--- src/hw/rtl/jacobi_stencil_sweep_assert.svh ---
// assertion macros for the jacobi stencil sweep block
`ifndef JACOBI_STENCIL_SWEEP_ASSERT_SVH
`define JACOBI_STENCIL_SWEEP_ASSERT_SVH
`ifndef SYNTHESIS
// same-cycle implication
`define JSS_ASSERT_IMPLY(label, clk, rst, ante, cons, msg) \
   label: assert property (@(posedge clk) disable iff (rst) (ante) |-> (cons)) \
      else $error(msg);
// next-cycle implication
`define JSS_ASSERT_NEXT(label, clk, rst, ante, cons, msg) \
   label: assert property (@(posedge clk) disable iff (rst) (ante) |=> (cons)) \
      else $error(msg);
`else
`define JSS_ASSERT_IMPLY(label, clk, rst, ante, cons, msg)
`define JSS_ASSERT_NEXT(label, clk, rst, ante, cons, msg)
`endif
`endif

--- src/hw/rtl/jss_window_cell.sv ---
// one column of the 3x3 stencil window, shifted to its neighbor per request
`default_nettype none
module jss_window_cell #(
   parameter int VALUE_WIDTH = 32
) (
   input  wire logic                   clock,
   input  wire logic                   shift_en,
   input  wire logic [VALUE_WIDTH-1:0] top_in,
   input  wire logic [VALUE_WIDTH-1:0] mid_in,
   input  wire logic [VALUE_WIDTH-1:0] bot_in,
   output logic      [VALUE_WIDTH-1:0] top_out,
   output logic      [VALUE_WIDTH-1:0] mid_out,
   output logic      [VALUE_WIDTH-1:0] bot_out
);

   logic [VALUE_WIDTH-1:0] top_ff;
   logic [VALUE_WIDTH-1:0] mid_ff;
   logic [VALUE_WIDTH-1:0] bot_ff;

   always_ff @(posedge clock) begin
      if (shift_en) begin
         top_ff <= top_in;
         mid_ff <= mid_in;
         bot_ff <= bot_in;
      end
   end

   assign top_out = top_ff;
   assign mid_out = mid_ff;
   assign bot_out = bot_ff;

endmodule
`default_nettype wire

--- config.mk ---
export PLATFORM = sky130hd
export DESIGN_NAME = jss_window_cell
export DESIGN_NICKNAME = d
export VERILOG_FILES = /design/src/hw/rtl/jacobi_stencil_sweep_assert.svh /design/src/hw/rtl/jss_window_cell.sv
export SDC_FILE = /design/constraint.sdc
export NUM_CORES = 1
export LEC_CHECK = 0
export BUFFER_PORTS_ARGS = -buffer_cell sky130_fd_sc_hd__buf_4
export CELL_PAD_IN_SITES_DETAIL_PLACEMENT = 0
export CELL_PAD_IN_SITES_GLOBAL_PLACEMENT = 2
export CORE_MARGIN = 10
export CORE_UTILIZATION = 28
export CTS_BUF_LIST = sky130_fd_sc_hd__clkbuf_2
export DETAILED_ROUTE_END_ITERATION = 16
export GPL_ROUTABILITY_DRIVEN = 0
export PLACE_DENSITY_LB_ADDON = 0.1
export REMOVE_ABC_BUFFERS = 1
export SLEW_MARGIN = 20
export SYNTH_ARGS = -nofsm -noshare
export SYNTH_HDL_FRONTEND = slang
export SYNTH_SLANG_ARGS = --single-unit
--- constraint.sdc ---
create_clock -name clock -period 0.8 [get_ports clock]
set_input_delay 0.24 -clock clock [delete_from_list [all_inputs] [get_ports clock]]
set_output_delay 0.24 -clock clock [all_outputs]
set_load 0.05 [all_outputs]
==> results.tsv <==
stage	metric	value	unit
worst_setup_path	critPathTopFamily	flip-flops	
die	start_util	29.1	%
finish	n_fill_cell	729	
sta	finalCritPeriodShare	176	%
route	ant_nets	0	
route	first_pass_iters	4	
global_routing	grt_max_degree	38	
flow_run	cap_violations	0	
worst_setup_path	slowest_stage	edfxtp_1	
global_routing	grt_use_total	11.7	%
yosys	yosysTopAreaCellShare	100	%
sta	fin_crit	1.40	ns
route	first_iter_violations	85	
route	vias_per_cell	3.84	
finish	drive_gt1_share	52.5	%
cts	clockBufferDepth	2	
yosys	yosysUniqueCellTypes	1	
worst_setup_path	required	0.56	ns
worst_setup_path	cpPeakStageDelay	0.46	ns
cts	clk_pin_slew_worst_paths	0.27	ns
yosys	yosys_warnings	0	
sta	slew_headroom	81.8	%
sta	fin_tns_setup	-54.44	ns
placed_design	dp_cells	425	
pwr	p_leak	2.48	nW
finish	multi_input_cells	0	
placed_design	io_buffer_count	193	
sta	grt_setup_unrepaired	yes	
route	post_drt_wl_per_cell	16.6	µm
cts	numCtsBuffers	9	
worst_hold_path	hold_path.class	in2reg	
sta	hold_ws	0.156	ns
pwr	ir_drop	0.911	mV
route	drt_wl_total	8930	µm
sta	setup_viol	96	
pwr	power_density	1900	nW/µm²
cts	tritoncts	built	
sta	worstMarginPinSlew	0.274	ns
global_routing	grt.overflow.total	0	
route	vias	2061	
finish	antenna_cells	0	
sta	fin_ws	-0.605	ns
worst_setup_path	endpoint_kind	output pin	
sta	drv_slew	0	
cts	clockRootBuffer	clkbuf_2	
worst_setup_path	worstPathArrival	1.16	ns
finish	area_growth_syn_to_layout	107	%
finish	final_common_cell	buf_4	
placed_design	pre_cts_ws	-0.141	ns
die	core	9910	µm²
cts	clock_sinks	96	
yosys	syn-instance-count	96	
finish	fin_nets	497	
yosys	synth-seq-cells	96	
yosys	ys_seq_area_share	100	%
outcome	violations	setup timing	
die	die_x	121	µm
yosys	yosys-top-cells-area	edfxtp_1 100%	
sta	hold_violations	0	
global_routing	grt_pass1_wl	13000	µm
pwr	power	0.0113	W
die	rows	36	
die	ios	194	
finish	multi_input_area	0	µm²
worst_setup_path	worstSetupPathType	reg2out	
worst_setup_path	worst-path-buf-inv	1	
finish	final_cells	537	
yosys	syn_area_per_cell	30.0	µm²
cts	h-tree-depth	3	
global_routing	grt_antenna_before_repair	0	
yosys	yosysTopAreaCell	edfxtp_1	
die	die_area	14800	µm²
finish	final_cell_mix	97 x buf_4, 96 x edfxtp_1, 96 x dlygate4sd3_1, 96 x buf_6, 10 x clkbuf_2	
worst_setup_path	start_kind	flip-flop	
route	drc	0	
die	die_h	121	µm
worst_setup_path	path_cells	buf_6	
yosys	synth.cell_area	2880	µm²
outcome	outcome	complete, but fails checks	
global_routing	first_global_vias	2322	
sta	max_freq	712	MHz
worst_setup_path	crit_fanout	1	
## registers in the layout (all words and copies together) (netlist names)
register and flops:
bot_out 32, mid_out 32, top_out 32
## cell usage after synthesis
cell,n
edfxtp_1,96
## report_power, final
| group | total (W) | switching, W | internal [W] |
|---|---|---|---|
| clock | 0.00207 | 0.00163 | 0.000442 |
| combinational | 0.00313 | 0.00180 | 0.00134 |
| sequential | 0.00615 | 0.000171 | 0.00598 |
| total | 0.0113 | 0.00359 | 0.00776 |
## per-layer routing
metal	global-route usage, %	part of all wire, %
met1	10.5	31
met2	21.6	55
met3	5.86	12
met4	4.99	1.8
met5	0	0
## logic make-up (layout without fill, tap and decap cells)
| family | Yosys count | count (layout) | synth area share, % |
|---|---|---|---|
| buffers and inverters | 0 | 308 | 0 |
| flip-flops | 96 | 96 | 100 |
## timing repair
action	in CTS	in global routing
gates resized for setup	96	0
hold buffers	96	0
pin swaps	0	0
gates cloned	0	0
hold endpoints to repair	96	0
setup buffers	0	0
setup endpoints to repair	96	96
## metrics by stage
step                      utilization, %  instance area (µm²)
after floorplan                        -                 2880
after global placement              46.0                 4560
after detailed placement            46.0                 4560
after CTS                           60.3                 5970
after global routing                60.3                 5970
final                               60.3                 5970
## final cells by class
class	instances	area (µm²)	area share (%)
Sequential cell	96	2880	48.3
Timing Repair Buffer	292	2830	47.4
Tap cell	133	166	2.79
Clock buffer	10	50.0	0.838
Clock inverter	6	43.8	0.733
## path summary, 6_finish.rpt
| check | from | to | slack, ns | cells after the start |
|---|---|---|---|---|
| max | mid_out[0]$_DFFE_PP_ | mid_out[0] | -0.60 | 1 |
| min | shift_en | mid_out[6]$_DFFE_PP_ | 0.16 | 2 |
(Power assumes the default switching activity.)
