==> src/hw/rtl/jacobi_stencil_sweep_assert.svh <==
// assertion macros for the jacobi stencil sweep block
`ifndef JACOBI_STENCIL_SWEEP_ASSERT_SVH
`define JACOBI_STENCIL_SWEEP_ASSERT_SVH
`ifndef SYNTHESIS
// same-cycle implication
`define JSS_ASSERT_IMPLY(label, clk, rst, ante, cons, msg) \
   label: assert property (@(posedge clk) disable iff (rst) (ante) |-> (cons)) \
      else $error(msg);
// next-cycle implication
`define JSS_ASSERT_NEXT(label, clk, rst, ante, cons, msg) \
   label: assert property (@(posedge clk) disable iff (rst) (ante) |=> (cons)) \
      else $error(msg);
`else
`define JSS_ASSERT_IMPLY(label, clk, rst, ante, cons, msg)
`define JSS_ASSERT_NEXT(label, clk, rst, ante, cons, msg)
`endif
`endif

==> src/hw/rtl/jss_pkg.sv <==
// shared constants and types of the jacobi stencil sweep block
`default_nettype none
package jss_pkg;

   // default sizes
   localparam int MAX_COLS_DEF    = 256;
   localparam int MAX_ROWS_DEF    = 1024;
   localparam int VALUE_WIDTH_DEF = 32;

   // smallest grid side, boundary included
   localparam int MIN_GRID = 3;

   // register file
   localparam int CSR_INDEX_W = 2;
   localparam int CSR_DATA_W  = 32;
   localparam int GRID_ROWS_W = 11;
   localparam int GRID_COLS_W = 9;
   localparam int EPSILON_W   = 32;

   typedef logic [CSR_INDEX_W-1:0] csr_index_type;

   localparam csr_index_type REG_GRID_ROWS = 2'd0;
   localparam csr_index_type REG_GRID_COLS = 2'd1;
   localparam csr_index_type REG_EPSILON   = 2'd2;

   localparam logic [GRID_ROWS_W-1:0] GRID_ROWS_RST = 11'd200;
   localparam logic [GRID_COLS_W-1:0] GRID_COLS_RST = 9'd200;
   localparam logic [EPSILON_W-1:0]   EPSILON_RST   = 32'd4194;

   // flags that travel with each request down the pipeline
   typedef struct packed {
      logic emit;       // request completes an interior cell
      logic last;       // that cell is the final interior cell
      logic sweep_end;  // request is the final cell of the grid
   } tag_type;

endpackage
`default_nettype wire

==> src/hw/rtl/jss_point_update.sv <==
// two-stage point update: quarter of neighbor sum, then absolute change
`default_nettype none
module jss_point_update import jss_pkg::*; #(
   parameter int VALUE_WIDTH = VALUE_WIDTH_DEF,
   parameter int ROW_W       = 10,
   parameter int COL_W       = 8
) (
   input  wire logic                   clock,
   input  wire logic                   reset,
   input  wire logic                   adv,
   input  wire logic                   in_valid,
   input  wire tag_type                in_tag,
   input  wire logic [ROW_W-1:0]       in_row,
   input  wire logic [COL_W-1:0]       in_col,
   input  wire logic [VALUE_WIDTH-1:0] up,
   input  wire logic [VALUE_WIDTH-1:0] down,
   input  wire logic [VALUE_WIDTH-1:0] left,
   input  wire logic [VALUE_WIDTH-1:0] right,
   input  wire logic [VALUE_WIDTH-1:0] centre,
   output logic                        out_valid,
   output tag_type                     out_tag,
   output logic      [ROW_W-1:0]       out_row,
   output logic      [COL_W-1:0]       out_col,
   output logic      [VALUE_WIDTH-1:0] new_value,
   output logic      [VALUE_WIDTH-1:0] cell_change
);

   localparam int SUM_W = VALUE_WIDTH + 2;

   logic [SUM_W-1:0]       sum;
   logic                   a_valid_ff;
   tag_type                a_tag_ff;
   logic [ROW_W-1:0]       a_row_ff;
   logic [COL_W-1:0]       a_col_ff;
   logic [VALUE_WIDTH-1:0] a_nv_ff;
   logic [VALUE_WIDTH-1:0] a_centre_ff;
   logic [VALUE_WIDTH-1:0] change;
   logic                   b_valid_ff;
   tag_type                b_tag_ff;
   logic [ROW_W-1:0]       b_row_ff;
   logic [COL_W-1:0]       b_col_ff;
   logic [VALUE_WIDTH-1:0] b_nv_ff;
   logic [VALUE_WIDTH-1:0] b_change_ff;

   // full-width sum, so the quarter always fits
   assign sum = SUM_W'(up) + SUM_W'(down) + SUM_W'(left) + SUM_W'(right);

   assign change = (a_nv_ff >= a_centre_ff) ? (a_nv_ff - a_centre_ff)
                                            : (a_centre_ff - a_nv_ff);

   always_ff @(posedge clock) begin
      if (reset) begin
         a_valid_ff <= 1'b0;
         b_valid_ff <= 1'b0;
      end else if (adv) begin
         a_valid_ff <= in_valid;
         b_valid_ff <= a_valid_ff;
      end
   end

   always_ff @(posedge clock) begin
      if (adv) begin
         a_tag_ff    <= in_tag;
         a_row_ff    <= in_row;
         a_col_ff    <= in_col;
         a_nv_ff     <= sum[SUM_W-1:2];
         a_centre_ff <= centre;
         b_tag_ff    <= a_tag_ff;
         b_row_ff    <= a_row_ff;
         b_col_ff    <= a_col_ff;
         b_nv_ff     <= a_nv_ff;
         b_change_ff <= change;
      end
   end

   assign out_valid   = b_valid_ff;
   assign out_tag     = b_tag_ff;
   assign out_row     = b_row_ff;
   assign out_col     = b_col_ff;
   assign new_value   = b_nv_ff;
   assign cell_change = b_change_ff;

endmodule
`default_nettype wire

==> config.mk <==
export PLATFORM = sky130hd
export DESIGN_NAME = jss_point_update
export DESIGN_NICKNAME = d
export VERILOG_FILES = /design/src/hw/rtl/jacobi_stencil_sweep_assert.svh /design/src/hw/rtl/jss_pkg.sv /design/src/hw/rtl/jss_point_update.sv
export SDC_FILE = /design/constraint.sdc
export NUM_CORES = 1
export LEC_CHECK = 0
export ABC_AREA = 0
export BUFFER_PORTS_ARGS = -buffer_cell sky130_fd_sc_hd__buf_2
export CORE_MARGIN = 3
export CORE_UTILIZATION = 45
export CTS_BUF_LIST = sky130_fd_sc_hd__clkbuf_8
export CTS_CLUSTER_SIZE = 25
export DETAILED_ROUTE_END_ITERATION = 10
export GPL_TIMING_DRIVEN = 0
export PLACE_DENSITY_LB_ADDON = 0.12
export SLEW_MARGIN = 40
export SYNTH_ARGS = -nofsm -noshare
export SYNTH_HDL_FRONTEND = slang
export SYNTH_SLANG_ARGS = --single-unit
==> constraint.sdc <==
create_clock -name clock -period 4.9 [get_ports clock]
set_clock_uncertainty 0.15 [all_clocks]
set_input_delay 0.98 -clock clock [delete_from_list [all_inputs] [get_ports clock]]
set_output_delay 0.98 -clock clock [all_outputs]
set_load 0.01 [all_outputs]
==> results.py, run 1 <==
metrics = {
    "worst_setup_path": {
        "crit_fanout": 3,
        "worstSetupPathType": "input port to flip-flop",
        "cp-end-kind": "flip-flop",
        "startpoint_type": "input port",
        "crit_arrival_ns": 4.61,
        "required_ns": 4.95,
    },
    "drt": {
        "drt_first_iter_violations": 538,
        "drt-total-wl_um": 28600,
        "vias_per_cell": 4.96,
        "ant_nets": 0,
        "vias": 9321,
        "wl_per_cell_um": 15.2,
        "drc": 0,
        "first_pass_iters": 5,
    },
    "placed_design": {
        "gp_congestion": 0.919,
        "place_hpwl_um": 23300,
        "io_buffers": 270,
    },
    "logic_synthesis": {
        "synth.top_cell.area_share_pct": 40.9,
        "synth_top_family_by_area": "adder cells",
        "synth_flop_cell": "edfxtp_1",
        "synth_compound_area_share_pct": 16.5,
        "synth_mux_area_share_pct": 0.732,
        "ys_top_cells_by_area": "edfxtp_1, fa_1, ha_1, inv_1, a21oi_1",
        "yosysMostFrequentCell": "inv_1",
        "synthSimpleGateAreaFrac_pct": 8.18,
        "yosys_warnings": 0,
        "ys_seq_area_share_pct": 41.2,
        "syn_inst": 1203,
        "synth_commonest_cells": "inv_1, edfxtp_1, a21oi_1",
        "yosysUniqueCellTypes": 80,
        "synth_nets": 1548,
        "synthAdderAreaFrac_pct": 20.0,
        "synth_top_area_cell": "edfxtp_1",
        "synth_xor_area_share_pct": 4.00,
        "synth_area_um2": 12500,
        "ys_ff_latch": 172,
        "postSynthAreaPerCell_um2": 10.4,
        "synth_enable_flop_cells": 170,
        "ys_async_sr_fraction_pct": 0,
    },
    "sta": {
        "fin_tns_setup_ns": 0,
        "hold_slack_ns": 0.273,
        "max_freq_mhz": 219,
        "post-route-period-util_pct": 93.0,
        "final_max_slew_viol_count": 0,
        "worst_pin_slew_ns": 0.815,
        "rsz0062_at_grt": "no",
        "maxSlewHeadroom_pct": 45.2,
        "setup_viol": 0,
        "fin_crit_ns": 4.56,
        "hold_viol_final": 0,
    },
    "die": {
        "core_area_um2": 27100,
        "pin_count": 271,
        "die_area_um2": 29800,
        "die_x_um": 172,
        "fp.dieH_um": 172,
        "start_util_pct": 46.0,
        "num_rows": 60,
    },
    "global_routing": {
        "grt_pass1_vias": 8914,
        "antenna_found_initial": 0,
        "grt_first_pass_wirelength_um": 45000,
        "grt_overflow_total": 0,
        "grt_max_degree": 81,
        "grtUsageTotal_pct": 19.1,
    },
    "clock_tree": {
        "h-tree-depth": 4,
        "cts_tree": "done",
        "clock-sinks": 172,
        "clock_path_buffers": 2,
        "root_buffer": "clkbuf_8",
        "hold_buffers": 0,
        "clk_pin_slew_ns": 0.09,
        "clock_latency_ns": 0.44,
        "cts_buffers": 17,
    },
    "power_and_ir_drop": {
        "ir_worst_vdd_mv": 0.204,
        "p_leak_uw": 0.00717,
        "power_uw": 7990,
        "p_per_area_nw_per_um2": 539,
    },
    "hold_path": {
        "min_path_type": "flip-flop to flip-flop",
    },
    "outcome": {
        "status": "completed",
    },
    "finish": {
        "antenna_cells": 0,
        "nets": 1839,
        "synthToLayoutAreaGrowth_pct": 18.8,
        "drive_gt1_share_pct": 22.6,
    },
    "flow_run": {
        "cap_violations": 0,
    },
}
-- area by class of cell --
type | count | area, um^2
plain buffers | 34 | 183
clock buffers | 17 | 234
clock inverters | 15 | 231
fillers | 2519 | 12300
inverters | 262 | 983
multi-input cells | 735 | 6170
flip-flops and latches | 172 | 5140
well taps | 372 | 465
repair buffers | 272 | 1420
-- power breakdown --
| part | internal [uW] | switching (uW) | total, uW | leakage (uW) |
|---|---|---|---|---|
| sequential | 2260 | 206 | 2470 | 0.00168 |
| clock | 618 | 533 | 1150 | 0.000235 |
| combinational | 1750 | 2620 | 4380 | 0.00526 |
| total | 4630 | 3360 | 7990 | 0.00717 |
-- metal layers --
layer  global-route usage, %  up-vias  part of all wire (%)
met5                       0        -                     0
met1                    27.7     4303                    48
met3                    2.58       28                   6.0
met4                    5.03        0                   1.7
met2                    30.3      295                    45
li1                        -     4695                     -
-- per-stage QoR --
step | setup slack (ns) | instance area (um^2) | std cells | utilization, %
after global placement | -0.295 | 14300 | 1845 | 52.7
final | 0.341 | 14800 | 1879 | 54.7
after detailed placement | -0.313 | 14400 | 1847 | 53.0
after CTS | 0.176 | 14800 | 1879 | 54.7
after floorplan | 0.313 | 12500 | 1203 | -
after global routing | 0.0759 | 14800 | 1879 | 54.7
-- logic make-up (layout without fill, tap and decap cells) --
kind of cell | Yosys count | count (layout)
AO/OA/AOI/OAI | 308 | 308
buffers and inverters | 296 | 600
adder cells (fa/ha/maj) | 160 | 160
XOR/XNOR | 57 | 57
AND/OR/NAND/NOR | 201 | 201
multiplexers | 9 | 9
flip-flops | 172 | 172
-- registers in the layout, summed over array words and instances (netlist names) --
signal       count
a_nv_ff         32
a_col_ff         8
out_row         10
new_value       32
out_col          8
a_valid_ff       1
cell_change     32
a_tag_ff         3
a_row_ff        10
out_tag          3
out_valid        1
a_centre_ff     32
-- layout by cell type (no fill, tap or decap), types with 8 or more instances in the layout --
cell type	n
o211ai_1	9
nand2b_1	10
inv_1	262
clkbuf_8	17
fa_1	66
xnor2_1	32
mux2i_1	8
a31oi_1	12
a21o_1	47
ha_1	94
nand2_1	46
nand3_1	11
o21a_1	9
buf_2	280
a21oi_1	96
a211oi_1	13
nand4_1	17
nor2b_1	16
nor2_1	52
nor3_1	15
edfxtp_1	170
xor2_1	25
clkbuf_1	15
o21bai_1	9
o21ai_0	49
-- critical path: stages --
cell,delay [ns]
buf_2,0.08
inv_1,0.04
fa_1,0.53
inv_1,0.05
fa_1,0.48
nand2_1,0.09
nor2_1,0.05
fa_1,0.42
a211oi_1,0.29
o21bai_1,0.17
o21ai_1,0.23
o21ai_0,0.16
a31o_2,0.31
a21oi_2,0.18
o21ai_0,0.18
a311o_1,0.35
-- path summary, 6_finish.rpt --
path / start / to / slack [ns] / depth (start not counted)
worst max-delay path: up[1] / a_nv_ff[31] / 0.34 / 16
worst min-delay path: a_row_ff[4] / out_row[4] / 0.27 / 0
worst min register to register: a_row_ff[4] / out_row[4] / 0.27 / 0
worst max register to register: a_nv_ff[5] / cell_change[12] / 1.17 / 11
-- what timing repair did --
action | in CTS | in global routing
buffers inserted | 0 | 0
setup endpoints to repair | 0 | 1
gates resized for setup | 0 | 2
No activity file was read; power rests on OpenSTA's default activity.
==> inputs of run 2 (changes only) <==
--- a/config.mk
+++ b/config.mk
@@ -5,7 +5,7 @@
 export SDC_FILE = /design/constraint.sdc
 export NUM_CORES = 1
 export LEC_CHECK = 0
-export ABC_AREA = 0
+export ABC_AREA = 1
 export BUFFER_PORTS_ARGS = -buffer_cell sky130_fd_sc_hd__buf_2
 export CORE_MARGIN = 3
 export CORE_UTILIZATION = 45
==> results.py, run 2 <==
metrics = {
    "placed_design": {
        "dpl.cell_count": 2500,
        "place_hpwl_um": 31500,
        "dpl_worst_slack_ns": 0.567,
        "io_buffers": 270,
        "gp_congestion": 0.903,
        "dpl-instance-area_um2": 16100,
    },
    "die": {
        "fp.dieH_um": 184,
        "core_area_um2": 30800,
        "pin_count": 271,
        "die_x_um": 184,
        "num_rows": 64,
        "start_util_pct": 46.1,
        "die_area_um2": 33700,
    },
    "drt": {
        "dr_wl_met3_um": 1630,
        "ant_nets": 0,
        "wl_per_cell_um": 14.5,
        "highest_layer": "met4",
        "first_pass_iters": 6,
        "drc": 0,
        "vias": 11926,
        "vias_per_cell": 4.71,
        "drt-met1-wl_um": 16300,
        "wl_met2_um": 17600,
        "drt-total-wl_um": 36800,
        "drt_first_iter_violations": 692,
    },
    "hold_path": {
        "holdPathStages": 0,
        "min_path_type": "flip-flop to flip-flop",
    },
    "worst_setup_path": {
        "startpoint_type": "input port",
        "crit_fanout": 4,
        "worstSetupPathType": "input port to flip-flop",
        "reg2reg_slack_ns": 2.04,
        "ff2ff_path_depth": 14,
        "crit_arrival_ns": 3.95,
        "cp-end-kind": "flip-flop",
        "required_ns": 4.99,
    },
    "logic_synthesis": {
        "yosys_warnings": 0,
        "synth_flop_cell": "edfxtp_1",
        "ys_seq_area_share_pct": 36.2,
        "postSynthAreaPerCell_um2": 7.75,
        "synth.top_cell.area_share_pct": 35.9,
        "synth_enable_flop_cells": 170,
        "synth_area_um2": 14200,
        "syn_inst": 1832,
        "synth_top_area_cell": "edfxtp_1",
        "ys_top_cells_by_area": "edfxtp_1, nand2_1, inv_1, fa_1, ha_1",
        "synth_commonest_cells": "nand2_1, inv_1, edfxtp_1",
        "synth_nets": 2177,
        "yosysMostFrequentCell": "nand2_1",
        "ys_async_sr_fraction_pct": 0,
        "ys_ff_latch": 172,
        "yosysUniqueCellTypes": 40,
    },
    "power_and_ir_drop": {
        "intPower_uw": 4370,
        "comb_power_share_pct": 60.8,
        "p_leak_uw": 0.00904,
        "seq_power_share_pct": 28.5,
        "ir_worst_vdd_mv": 0.167,
        "switching_power_uw": 4130,
        "swShare_pct": 48.6,
        "clkPwrFrac_pct": 10.8,
        "p_per_area_nw_per_um2": 516,
    },
    "sta": {
        "rsz0062_at_grt": "no",
        "fin_crit_ns": 3.86,
        "worst_pin_slew_ns": 0.506,
        "fin_ws_ns": 1.04,
        "setup_viol": 0,
        "post-route-period-util_pct": 78.8,
        "max_freq_mhz": 259,
        "final_max_slew_viol_count": 0,
        "maxSlewHeadroom_pct": 66.1,
        "hold_viol_final": 0,
        "fin_tns_setup_ns": 0,
    },
    "global_routing": {
        "grtUsageTotal_pct": 22.3,
        "grt_overflow_total": 0,
        "grt_first_pass_wirelength_um": 59000,
        "grt_pass1_vias": 11817,
        "antenna_found_initial": 0,
        "grt_max_degree": 83,
    },
    "clock_tree": {
        "cts_buffers": 17,
        "hold_buffers": 0,
        "root_buffer": "clkbuf_8",
        "postCtsSetupRepairBufs": 0,
        "cts_tree": "done",
        "clk_pin_slew_ns": 0.10,
        "clock-sinks": 172,
        "clock_latency_ns": 0.47,
        "clock_path_buffers": 2,
        "h-tree-depth": 4,
        "ctsResizeCount": 0,
    },
    "finish": {
        "design_area_um2": 16500,
        "antenna_cells": 0,
        "final_common_cell": "nand2_1",
        "nets": 2468,
        "mostFrequentLayoutCells": "nand2_1, inv_1, buf_2",
        "synthToLayoutAreaGrowth_pct": 15.9,
        "final-instance-count-excl-fill": 2532,
        "drive_gt1_share_pct": 16.7,
    },
    "flow_run": {
        "cap_violations": 0,
    },
    "outcome": {
        "status": "completed",
    },
}
==> run 2: cell count changes after synthesis, sizes merged, moves of 10 or more <==
cell / delta
a211oi: -14
a21o: -44
a21oi: -11
a31oi: -12
inv: +212
nand2: +541
nand2b: -10
nand3: +95
nor2: +35
nor2b: -16
o21ai: -15
xnor2: -17
==> run 2: kinds of logic after synthesis <==
logic type	Yosys count	share of synthesized area [%]
AND/OR/NAND/NOR	814	24.1
buffers and inverters	494	13.6
flip-flops	172	36.2
adder cells (fa/ha/maj)	160	17.6
AO/OA/AOI/OAI	143	5.48
XOR/XNOR	49	3.02
==> run 2: through the flow <==
stage          utilization [%]  hold slack [ns]  total power, uW
2_1_floorplan                -            0.250             6040
3_3_place_gp              52.1            0.250             7560
3_5_place_dp              52.3            0.255             7600
4_1_cts                   53.4            0.275             8540
5_1_grt                   53.4            0.276             9350
6_report                  53.4            0.272             8500
==> run 2: area by class of cell <==
| class | instances | area [um^2] |
|---|---|---|
| clock inverter | 15 | 119 |
| buffer | 20 | 156 |
| timing repair buffer | 272 | 1420 |
| fill | 3016 | 14400 |
| clock buffer | 17 | 234 |
| inverter | 474 | 1780 |
| multi-input combinational | 1166 | 7120 |
| sequential | 172 | 5140 |
| tap | 396 | 495 |
==> run 2: layer usage <==
| layer | global-route usage, % | vias to the layer above |
|---|---|---|
| met1 | 29.3 | 5351 |
| met5 | 0 | - |
| met3 | 2.87 | 64 |
| met2 | 38.1 | 333 |
| met4 | 8.17 | 0 |
| li1 | - | 6178 |
==> run 2: worst paths after layout <==
kind	startpoint	endpoint
max reg2reg	a_nv_ff[0]	cell_change[5]
min reg2reg	a_row_ff[0]	out_row[0]
min	a_row_ff[0]	out_row[0]
max	up[1]	a_nv_ff[27]
==> run 2: power groups by stage <==
stage               sequential, uW  clock [uW]  combinational [uW]
floorplan                     2510           0                3530
global route                  2470        1000                5880
detailed placement            2460           0                5140
global placement              2460           0                5100
CTS                           2430         944                5160
finish                        2420         917                5160
==> run 2: worst max-delay path, cell delays in order <==
cell,delay (ns)
buf_2,0.08
inv_1,0.04
fa_1,0.52
inv_1,0.05
fa_1,0.50
nand2_1,0.05
nor2_1,0.29
fa_1,0.33
nand3_1,0.09
nand2_1,0.18
nand2_1,0.07
o211ai_1,0.24
nand2_1,0.10
nand2_1,0.13
nand2_1,0.13
nand3_1,0.09
nand2_1,0.06
